<file path="config.mk">
export PLATFORM = sky130hd
export DESIGN_NAME = gsb_mul
export DESIGN_NICKNAME = d
export VERILOG_FILES = /design/src/hdl/gsb_pkg.sv /design/src/hdl/gsb_mul.sv
export SDC_FILE = /design/constraint.sdc
export NUM_CORES = 2
export LEC_CHECK = 0
export ABC_CLOCK_PERIOD_IN_PS = 8700
export BUFFER_PORTS_ARGS = -buffer_cell sky130_fd_sc_hd__buf_4
export CELL_PAD_IN_SITES_DETAIL_PLACEMENT = 0
export CELL_PAD_IN_SITES_GLOBAL_PLACEMENT = 1
export CORE_UTILIZATION = 50
export DETAILED_ROUTE_END_ITERATION = 6
export GPL_TIMING_DRIVEN = 0
export PLACE_DENSITY_LB_ADDON = 0.1
export SLEW_MARGIN = 20
export SYNTH_ARGS = -nofsm -noshare
export SYNTH_HDL_FRONTEND = slang
export SYNTH_SLANG_ARGS = --single-unit
export TNS_END_PERCENT = 5
</file>
<file path="constraint.sdc">
create_clock -name clk -period 8.7 [get_ports clk]
set_input_delay 0.435 -clock clk [delete_from_list [all_inputs] [get_ports clk]]
set_output_delay 0.435 -clock clk [all_outputs]
set_load 0.01 [all_outputs]
</file>
<file path="src/hdl/gsb_pkg.sv">
// Shared types and constants of the softened-gravity body integrator.
package gsb_pkg;

  localparam int unsigned WORD_W = 32;

  // Operation codes carried on in_tuser
  typedef enum logic [1:0] {
    OP_LOAD  = 2'd0,
    OP_ACCUM = 2'd1,
    OP_INTEG = 2'd2,
    OP_CLEAR = 2'd3
  } gsb_op_t;

  // Configuration register indexes
  localparam logic [1:0] REG_GRAV = 2'd0;
  localparam logic [1:0] REG_STEP = 2'd1;
  localparam logic [1:0] REG_SOFT = 2'd2;
  localparam logic [1:0] REG_BIAS = 2'd3;

  // Sequencer states
  typedef enum logic [3:0] {
    S_IDLE,
    S_SQ,
    S_ROOT_GO,
    S_ROOT_WAIT,
    S_R3,
    S_DEN,
    S_DIV_GO,
    S_DIV_WAIT,
    S_ACC,
    S_VEL,
    S_POS,
    S_DONE
  } gsb_state_t;

  // Control into the root/divide unit
  typedef struct packed {
    logic start;
    logic is_div;
  } gsb_rd_ctl_t;

  // Status out of the root/divide unit
  typedef struct packed {
    logic busy;
    logic done;
  } gsb_rd_sts_t;

endpackage

</file>
<file path="src/hdl/gsb_mul.sv">
// Shared signed 33x33 multiplier with a registered product.
module gsb_mul import gsb_pkg::*; (
  input  logic               clk,
  input  logic signed [32:0] a,
  input  logic signed [32:0] b,
  output logic signed [65:0] p_r
);

  // register every product
  always_ff @(posedge clk) begin
    p_r <= a * b;
  end

endmodule

</file>
== Word-level counts from Yosys, hierarchy flattened ==
Cells that the tools add are included.
Storage, ports and cells
  register bits: 66
  word-level logic and storage cells: 2
Cells by class
  multiply operators: 1
Operators with widths (number)
  33-bit by 33-bit multiplier with 66-bit output: 1

== Logic depth before layout (Yosys ltp) ==
  word-level depth: 1
  gate-level depth with buffers: 27
  mapped depth without buffers: 26

== Worst setup path after synthesis ==
OpenSTA, ideal clock, no wires.
  kind: input to register
  start: in a[32]
  end: reg p_r[62]
  data required time: 8.621 ns
  data arrival time: 7.592 ns
  library setup time: 0.079 ns
  setup slack: 1.029 ns
  buffers on the path: 2
  cell stages on the path: 23
  cells stage by stage: clkbuf_1 nand2_1 inv_1 fa_1 fa_1 fa_1 fa_1 fa_1 fa_1 fa_1 inv_1 fa_1 inv_1 ha_1 clkbuf_1 and3_1 nand3_1 nand2b_1 a2111oi_4 a211oi_4 a21o_2 a21o_1 a211oi_2
Between the ends
  cells in the longest elaborated chain, start to end: 1
Ends and longest elaborated chain
  from (decl): RTL line gsb_mul.sv:4  | input logic signed [32:0] a,
  33-bit by 33-bit multiplier with 66-bit output: RTL line gsb_mul.sv:11  | p_r <= a * b;
  to (signal assigned): RTL line gsb_mul.sv:11
  to (decl): RTL line gsb_mul.sv:6  | output logic signed [65:0] p_r
No other way between the ends.

== Worst setup path in the final report ==
  start: in a[16]
  end: reg p_r[58]
The elaborated chain is that of the path after synthesis.

==> results.md <==
- Status: finished, final reports clean
- WP buf/inv: 7
- Number of remaining DRC errors: 0
- Asr flop ratio synth: 0%
- Worst slew pin tran: 1160 ps
- Gr ovfl total: 0
- Final period utilization: between 90 and 100%
- Crit-path slowest cell: fa_1
- WS Path Type: primary input to flop
- I/O pin count: roughly 130
- Via count: 30193
- Vias in the first global route: 31308
- Hold WS: 384 ps
- CP peak stage delay: 870 ps
- Rows: between 100 and 150
- Biggest register: p_r
- Global placement routability congestion: 1.00
- Reg clk slew, reported paths: 80 ps
- Die ar.: 0.0826 sq mm
- Critical Path Fanout Max: 10
- CP most frequent cell: fa_1
- Chip width: around 290 microns
- Die Y: 287 microns
- Via density: 5.44
- Post-CTS setup buffer count: 0
- Post-Syn Area: 0.0407 sq mm
- Post-synthesis sequential area ratio: 3.24%
- # clock sinks: 66
- Leading cell type in the layout, fill and taps excluded: fa_1
- Post-DP HPWL: 131000 microns
- Routed Antenna Nets: 0
- Drt wl/cell: 26.5 microns
- Cells after Synth: 4338
- Netlist cell types: 80
- FF+latch count, synth: 66
- Final hold vios: 0
- Number of synthesized flops with an enable pin: 0
- Share of cells above drive strength 1: 4.64%
- IO Port Bufs: 132
- Final Cell Area: between 0.04 and 0.05 sq mm
- Area Overhead vs Synth: 6.52%
- RSZ-0062 raised after global routing: yes
- Synth area leaders: fa_1 56%, inv_1 10%, and2_1 8.6%
- Number of max-cap violations: 0
- Post-synth top area share: 56.3%
- First drt pass iteration count: 5
- Dpl cell area: around 0.043 sq mm
- CP endpoint kind: flop
- Arr. time, crit path: 8860 ps
- GRT Util Overall: 37.6%
- Fmax: 116 MHz
- Iter 0 DRT Violations: 2473
- Final Util: 53.9%
- Hold Crit Class: primary input to flop
- Max-Slew Margin vs Limit: 22.6%
- Yosys warnings: 0
- Most frequent cells in the layout: 1143 x fa_1, 1131 x inv_1, 562 x and2_1
- Pins over their slew limit: 0
- CTS Root Cell: clkbuf_16
- Core Box Area: 0.0805 sq mm
- H-tree depth: 3
- Initial core utilization: about 50%
- CTS tree: done
- Max reg flops: 66
- Drt total wl: between 100000 and 150000 microns
- Crit path max-delay family: adder cells
- Mean Syn Cell Area: 9.39 sq um
- Longest Clk Path Bufs: 2
- Inserted Clock Buffers: 9
- Antenna violations before repair: 13
- Registers with the most flip-flops: p_r x66
- Setup violators final: 0
- Synth area leader: fa_1
- Post-Syn Nets: 5767
- Crit path required time: 8930 ps
- Pin count of the biggest net entering global routing: 27
- Layout Nets: 5908
- Startpoint types: primary input
- First-pass GRT wire length: between 200000 and 250000 microns
- Setup TNS: 0 ps
- Post-layout minimum cycle time: roughly 8600 ps
- Top FF cell, synth: dfxtp_1
==> per-stage QoR <==
| stage | setup slack [ps] | cells |
|---|---|---|
| after floorplan | 1030 | 4338 |
| after global placement | -666 | 5530 |
| after detailed placement | -609 | 5530 |
| after CTS | 59.8 | 5546 |
| after global routing | -38.0 | 5545 |
| final | 66.5 | 5554 |
==> cells in the mapped netlist (all sizes together) (5+ instances only) <==
cell type     n
fa         1145
inv        1131
and2        563
nand2       551
ha          217
clkbuf      208
nor2         68
dfxtp        66
a21oi        61
xnor2        43
a21o         38
o21ai        33
nand3        26
xor2         25
buf          13
nand2b       12
nand4        12
a211oi       11
o21bai       11
a31oi         9
nor3          7
o31ai         7
a211o         6
and3          6
o21a          6
and4          5
nor2b         5
o211ai        5
==> per-layer routing <==
metal  global-route usage [%]  wire, microns
met5                        0             49
met1                     50.3          58200
met4                     18.0           8530
met3                     8.93          13200
met2                     57.5          67200
==> path summary, 6_finish.rpt <==
kind	from	slack, ps	depth (start not counted)	to
worst max-delay path	a[16]	70	25	p_r[58]
worst min-delay path	a[0]	380	2	p_r[0]
==> cell type report <==
type                       count  area (sq um)
antenna                       10          25.0
buffer                       219           855
clock buffer                  10           239
clock inverter                 6          66.3
fill                        7685         37200
inverter                    1131          4250
multi-input combinational   2920         34300
sequential                    66          1320
tap                         1060          1330
timing repair buffer         132           991
==> cells by family after synthesis <==
kind of cell / synth area share (%)
buffers and inverters: 12.5
DFF: 3.24
adders and majority gates: 62.9
xor gates and xnor gates: 1.46
AOI/OAI and AO/OA: 4.07
and+or+nand+nor: 15.8
==> repair_timing <==
action                     in CTS  in global routing
resized for setup               1                 19
gates cloned                    0                  0
setup endpoints to repair       6                  9
hold buffers                    0                  0
Power is not shown: default switching activity piles up to over one toggle a cycle in this logic, so the estimate is an artifact.
