## src/hdl/gsb_pkg.sv

```systemverilog
// Shared types and constants of the softened-gravity body integrator.
package gsb_pkg;

  localparam int unsigned WORD_W = 32;

  // Operation codes carried on in_tuser
  typedef enum logic [1:0] {
    OP_LOAD  = 2'd0,
    OP_ACCUM = 2'd1,
    OP_INTEG = 2'd2,
    OP_CLEAR = 2'd3
  } gsb_op_t;

  // Configuration register indexes
  localparam logic [1:0] REG_GRAV = 2'd0;
  localparam logic [1:0] REG_STEP = 2'd1;
  localparam logic [1:0] REG_SOFT = 2'd2;
  localparam logic [1:0] REG_BIAS = 2'd3;

  // Sequencer states
  typedef enum logic [3:0] {
    S_IDLE,
    S_SQ,
    S_ROOT_GO,
    S_ROOT_WAIT,
    S_R3,
    S_DEN,
    S_DIV_GO,
    S_DIV_WAIT,
    S_ACC,
    S_VEL,
    S_POS,
    S_DONE
  } gsb_state_t;

  // Control into the root/divide unit
  typedef struct packed {
    logic start;
    logic is_div;
  } gsb_rd_ctl_t;

  // Status out of the root/divide unit
  typedef struct packed {
    logic busy;
    logic done;
  } gsb_rd_sts_t;

endpackage

```

## src/hdl/gsb_rootdiv.sv

```systemverilog
// Bit-serial restoring unit: 64-bit integer square root or 64/64 division, one bit a cycle.
module gsb_rootdiv import gsb_pkg::*; (
  input  logic        clk,
  input  logic        rst_n,
  input  gsb_rd_ctl_t ctl,
  input  logic [63:0] init_rem,
  input  logic [63:0] init_sh,
  input  logic [63:0] divisor,
  output gsb_rd_sts_t sts,
  output logic [31:0] result
);

  logic [63:0] rem_r;
  logic [63:0] sh_r;
  logic [31:0] res_r;
  logic [4:0]  cnt_r;
  logic        busy_r;
  logic        done_r;
  logic        div_r;
  logic [64:0] opa;
  logic [64:0] opb;
  logic [65:0] diff;
  logic        ge;

  // shift in the next radicand pair or dividend bit and trial-subtract
  always_comb begin
    if (div_r) begin
      opa = {rem_r, sh_r[63]};
      opb = {1'b0, divisor};
    end else begin
      opa = {rem_r[62:0], sh_r[63:62]};
      opb = {31'b0, res_r, 2'b01};
    end
    diff = {1'b0, opa} - {1'b0, opb};
    ge   = ~diff[65];
  end

  // control: run 32 steps after start
  always_ff @(posedge clk) begin
    if (!rst_n) begin
      busy_r <= 1'b0;
      done_r <= 1'b0;
      cnt_r  <= '0;
    end else begin
      done_r <= 1'b0;
      if (ctl.start) begin
        busy_r <= 1'b1;
        cnt_r  <= '0;
      end else if (busy_r) begin
        cnt_r <= cnt_r + 5'd1;
        if (cnt_r == 5'd31) begin
          busy_r <= 1'b0;
          done_r <= 1'b1;
        end
      end
    end
  end

  // datapath: remainder, operand shift line and result bits
  always_ff @(posedge clk) begin
    if (ctl.start) begin
      rem_r <= init_rem;
      sh_r  <= init_sh;
      res_r <= '0;
      div_r <= ctl.is_div;
    end else if (busy_r) begin
      rem_r <= ge ? diff[63:0] : opa[63:0];
      sh_r  <= div_r ? {sh_r[62:0], 1'b0} : {sh_r[61:0], 2'b00};
      res_r <= {res_r[30:0], ge};
    end
  end

  assign sts.busy = busy_r;
  assign sts.done = done_r;
  assign result   = res_r;

endmodule

```

## config.mk

```make
export PLATFORM = sky130hd
export DESIGN_NAME = gsb_rootdiv
export DESIGN_NICKNAME = d
export VERILOG_FILES = /design/src/hdl/gsb_pkg.sv /design/src/hdl/gsb_rootdiv.sv
export SDC_FILE = /design/constraint.sdc
export NUM_CORES = 1
export LEC_CHECK = 0
export ABC_AREA = 1
export BUFFER_PORTS_ARGS = -buffer_cell sky130_fd_sc_hd__clkbuf_2
export CAP_MARGIN = 5
export CORE_MARGIN = 3
export CORE_UTILIZATION = 35
export CTS_CLUSTER_SIZE = 10
export DETAILED_ROUTE_END_ITERATION = 16
export PLACE_DENSITY = 0.59
export RECOVER_POWER = 50
export SLEW_MARGIN = 20
export SYNTH_ARGS = -nofsm -noshare
export SYNTH_HDL_FRONTEND = slang
export SYNTH_SLANG_ARGS = --single-unit
```

## constraint.sdc

```tcl
create_clock -name clk -period 5.9 [get_ports clk]
set_input_delay 0.885 -clock clk [delete_from_list [all_inputs] [get_ports clk]]
set_output_delay 0.885 -clock clk [all_outputs]
set_load 0.03 [all_outputs]
```

* Word-level counts from Yosys, hierarchy flattened *
Cells that the tools add are included.

word-level totals
  flip-flop bits (word level) = 168
  input bits = 196
  output and inout port bits = 34
  logic and storage cells = 28

operators by class
  add/sub/neg operators = 2
  equal/unequal tests = 1
  muxes and demuxes = 12
  bitwise operators = 3
  reductions and logical operators = 3

operators with widths
  kind                                          number
  2-to-1 mux 64 bit                             7
  subtractor 65 x 65 -> 66 bit                  1
  2-to-1 mux 65 bit                             1
  adder 5 x 1 -> 5 bit (second input constant)  1
  equality test 5 bit (second input constant)   1
  2-to-1 mux 1 bit                              4
  NOT 1 bit                                     3
  OR reduction 3 bit                            1
  nonzero test 2 bit                            1
  OR reduction 2 bit                            1

* Depth between registers and ports, before layout *
  word-level depth = 5
  depth in mapped cells = 25

* Worst setup path after synthesis *
Ideal clock, no wire load.

  kind = input to register
  start = in ctl[1] (netlist bit)
  end = reg rem_r[0] (enable)
  library setup time = 0.542 ns
  arrival = 4.702 ns
  data required time = 5.358 ns
  slack = 0.656 ns
  stages on the path = 3
  buffers on the path = 1
  cells stage by stage = nor2_1 inv_1 buf_1

on the way
  longest elaborated chain between the ends = 1

RTL lines
  what                                 RTL line           source
  start, declared                      gsb_rootdiv.sv:5   input gsb_rd_ctl_t ctl,
  nonzero test 2 bit (no source line)  --
  end signal, assigned                 gsb_rootdiv.sv:62  rem_r <= init_rem;
  end signal, assigned                 gsb_rootdiv.sv:67  rem_r <= ge ? diff[63:0] : opa[63:0];
  end, declared                        gsb_rootdiv.sv:13  logic [63:0] rem_r;

Every way passes these cells.
A chain may end at the register's enable or synchronous reset.

* Worst setup path in the final report *
  start = reg div_r
  end = reg rem_r[59], data pin

on the way
  longest elaborated chain between the ends = 5
  elaborated cells on any way between the ends = 6
  those cells by class = 1 x add/sub; 5 x mux

RTL lines
  what                                                    RTL line           source
  start, declared                                         gsb_rootdiv.sv:19  logic div_r;
  start signal, assigned                                  gsb_rootdiv.sv:65  div_r <= ctl.is_div;
  2-to-1 mux 65 bit or 2-to-1 mux 64 bit (tied branches)  gsb_rootdiv.sv:27  if (div_r) begin
  subtractor 65 x 65 -> 66 bit                            gsb_rootdiv.sv:34  diff = {1'b0, opa} - {1'b0, opb};
  2-to-1 mux 64 bit (*)                                   gsb_rootdiv.sv:67
  2-to-1 mux 64 bit (*)                                   gsb_rootdiv.sv:66  end else if (busy_r) begin
  2-to-1 mux 64 bit (*)                                   gsb_rootdiv.sv:61  if (ctl.start) begin

Mark *: on every way between the ends. The rest lies on a longest branch, timed or not. The select of a mux whose other input is x is not followed.

==> impl_metrics.json <==
{
  "status": "finished with violations",
  "violations": "max-capacitance violations, max-slew violations",
  "drtAntennaViolNets": 0,
  "place_hpwl_um": 42700,
  "synthMostInstantiatedCell": "nand2_1",
  "start_kind": "register",
  "fp.dieH_um": 216,
  "grt_pass1_vias": 15400,
  "skew_ns": 0.0189,
  "ys_ff_latch": 168,
  "vias": 16000,
  "final_hold_viol_count": 0,
  "ys_seq_area_frac": 0.302,
  "grt_max_degree": 159,
  "drt-initial-drc-count": 1126,
  "arrival_ns": 4.68,
  "std_cell_rows": 76,
  "wl_um": 54500,
  "initial_core_util": 0.356,
  "cts_tree": "done",
  "syn_to_final_growth_pct": 13.4,
  "ctsHoldBuffers": 0,
  "finalSetupTns_ns": 0,
  "min_period_over_period": 0.755,
  "synth_area_leaders": "edfxtp_1, nand2_1, inv_1, nand3_1, a21oi_1",
  "p_leak_nw": 9.16,
  "crit_required_ns": 6.12,
  "hp-start": "cnt_r[3]",
  "holdCritPathClass": "reg -> reg",
  "drtPass1Iterations": 5,
  "route.detailed.drc": 0,
  "cp-startpoint": "div_r",
  "synth-edff-count": 129,
  "fillers": 4839,
  "crit_fanout": 99,
  "antenna_found_initial": 2,
  "async_flop_share": 0,
  "insertion_delay_ns": 0.48,
  "cts_buffer_depth": 2,
  "postPlaceCellArea_mm2": 0.0170,
  "grt-ovfl-total": 0,
  "rsz0062_at_grt": "no",
  "ys_types": 43,
  "die_w_um": 216,
  "viasPerCell": 4.89,
  "cts-root-buf": "clkbuf_16",
  "post-cts-setup-buffers": 0,
  "final-setup-viol-count": 0,
  "min_period_ns": 4.46,
  "path_class": "reg -> reg",
  "ys.flop_type": "edfxtp_1",
  "grt_pass1_wl_um": 85900,
  "dieArea_mm2": 0.0466,
  "h-tree-depth": 4,
  "synth_nets": 2782,
  "max_cap_viol_count": 2,
  "ys_top_cells_by_count": "nand2_1, inv_1, nand3_1, nor2_1, a21oi_1",
  "yosys.area.top_type": "edfxtp_1",
  "final_net_count": 2944,
  "synth.avg_cell_area_um2": 6.12,
  "yosys_warnings": 0,
  "instances_no_fill": 3279,
  "clkTransAtPathRegs_ns": 0.07,
  "gp_congestion": 0.982,
  "numCtsBuffers": 17,
  "fin_area_mm2": 0.0175,
  "clock_sinks": 168,
  "worstMarginPinSlew_ns": 2.08,
  "core_area_mm2": 0.0433,
  "power.density_mw_per_mm2": 327,
  "relSlewSlack": -0.384,
  "max_freq_mhz": 224,
  "ctsResizeCount": 0,
  "wire_per_inst_um": 16.6,
  "pin_count": 230,
  "dp.cells": 3247,
  "irDropWorstVdd_uv": 228,
  "track_usage": 0.233,
  "drv_slew": 135,
  "synth_top_area_frac": 0.251,
  "synth_cells": 2519,
  "port_buffers": 229,
  "diodes": 0,
  "r2r_start": "div_r",
  "drive_gt1_frac": 0.130,
  "netlist_area_mm2": 0.0154,
  "crit_path_end_kind": "register"
}
## area by class of cell
type,count,area (um2),share of cell area
Clock buffer,20,468,0.0268
Clock inverter,12,105,0.00601
Inverter,433,1640,0.0939
Multi-Input combinational cell,1823,8700,0.498
Sequential cell,168,4650,0.266
Tap cell,585,732,0.0419
Timing Repair Buffer,238,1180,0.0674
## placed cells by master, fill, tap and decap left out, types with 12 or more instances in the layout
| cell | Yosys | final |
|---|---|---|
| a21oi_1 | 173 | 173 |
| clkbuf_1 | 67 | 37 |
| clkbuf_16 | 0 | 18 |
| clkbuf_2 | 0 | 194 |
| dfxtp_1 | 39 | 39 |
| edfxtp_1 | 129 | 129 |
| ha_1 | 66 | 66 |
| inv_1 | 402 | 400 |
| inv_2 | 26 | 25 |
| nand2_1 | 885 | 885 |
| nand3_1 | 218 | 218 |
| nand3_2 | 12 | 12 |
| nand4_1 | 22 | 22 |
| nor2_1 | 179 | 179 |
| o21ai_0 | 100 | 100 |
| o22ai_1 | 31 | 31 |
| or2_2 | 64 | 64 |
| xnor2_1 | 29 | 29 |
## flip-flops by register name, indices dropped and copies added, names as in the netlist
| name | flops |
|---|---|
| busy_r | 1 |
| cnt_r | 5 |
| div_r | 1 |
| done_r | 1 |
| rem_r | 64 |
| result | 32 |
| sh_r | 64 |
## stage by stage
stage,hold slack (ns),setup slack (ns),power (W),utilization
after floorplan,0.422,0.656,0.00375,-
after global placement,0.437,1.56,0.00455,0.392
after detailed placement,0.461,1.49,0.00456,0.392
after CTS,0.478,1.47,0.00573,0.405
after global routing,0.515,1.10,0.00621,0.404
final,0.474,1.44,0.00571,0.404
## worst max-delay path: stages, from the launching register on
cell and delay [ns]:
edfxtp_1 0.48, inv_4 0.66, buf_4 0.32, o21ai_0 0.21, ha_1 0.47, nand2_1 0.16, nor2_1 0.18, inv_2 0.07
nor2_2 0.15, inv_2 0.05, nor2_1 0.12, nand2_1 0.10, nand2_2 0.09, nand2_4 0.06, nand2_4 0.65, nand3_1 0.18
nand3_1 0.14, nand2_1 0.06
## power breakdown
group | switching, W | total (W) | internal [W]
logic | 0.00197 | 0.00297 | 0.00100
registers | 0.0000891 | 0.00159 | 0.00150
clock network | 0.000561 | 0.00115 | 0.000590
total | 0.00262 | 0.00571 | 0.00309
## metal layers
layer | GRT usage | up-vias | part of all wire | wire, um
li1 | - | 8263 | - | -
met1 | 0.317 | 7332 | 0.47 | 25700
met2 | 0.374 | 402 | 0.45 | 24400
met3 | 0.0553 | 48 | 0.063 | 3420
met4 | 0.0579 | 4 | 0.018 | 992
met5 | 0 | - | 0.00035 | 19
## path summary, 6_finish.rpt
check,cells past startpoint,slack (ns),to
max,17,1.44,rem_r[59]
min,1,0.47,cnt_r[3]
max reg2reg,17,1.44,rem_r[59]
min reg2reg,1,0.47,cnt_r[3]
## cell families after synthesis
| family | count (synthesis) | synth area share |
|---|---|---|
| AND/OR/NAND/NOR | 1410 | 0.385 |
| XOR/XNOR | 31 | 0.0176 |
| AO/OA/AOI/OAI | 314 | 0.106 |
| buffers and inverters | 528 | 0.133 |
| adder cells (fa/ha/maj) | 67 | 0.0549 |
| flip-flops | 168 | 0.302 |
| multiplexers | 1 | 0.000650 |
Power figures use the tool's default switching activity.
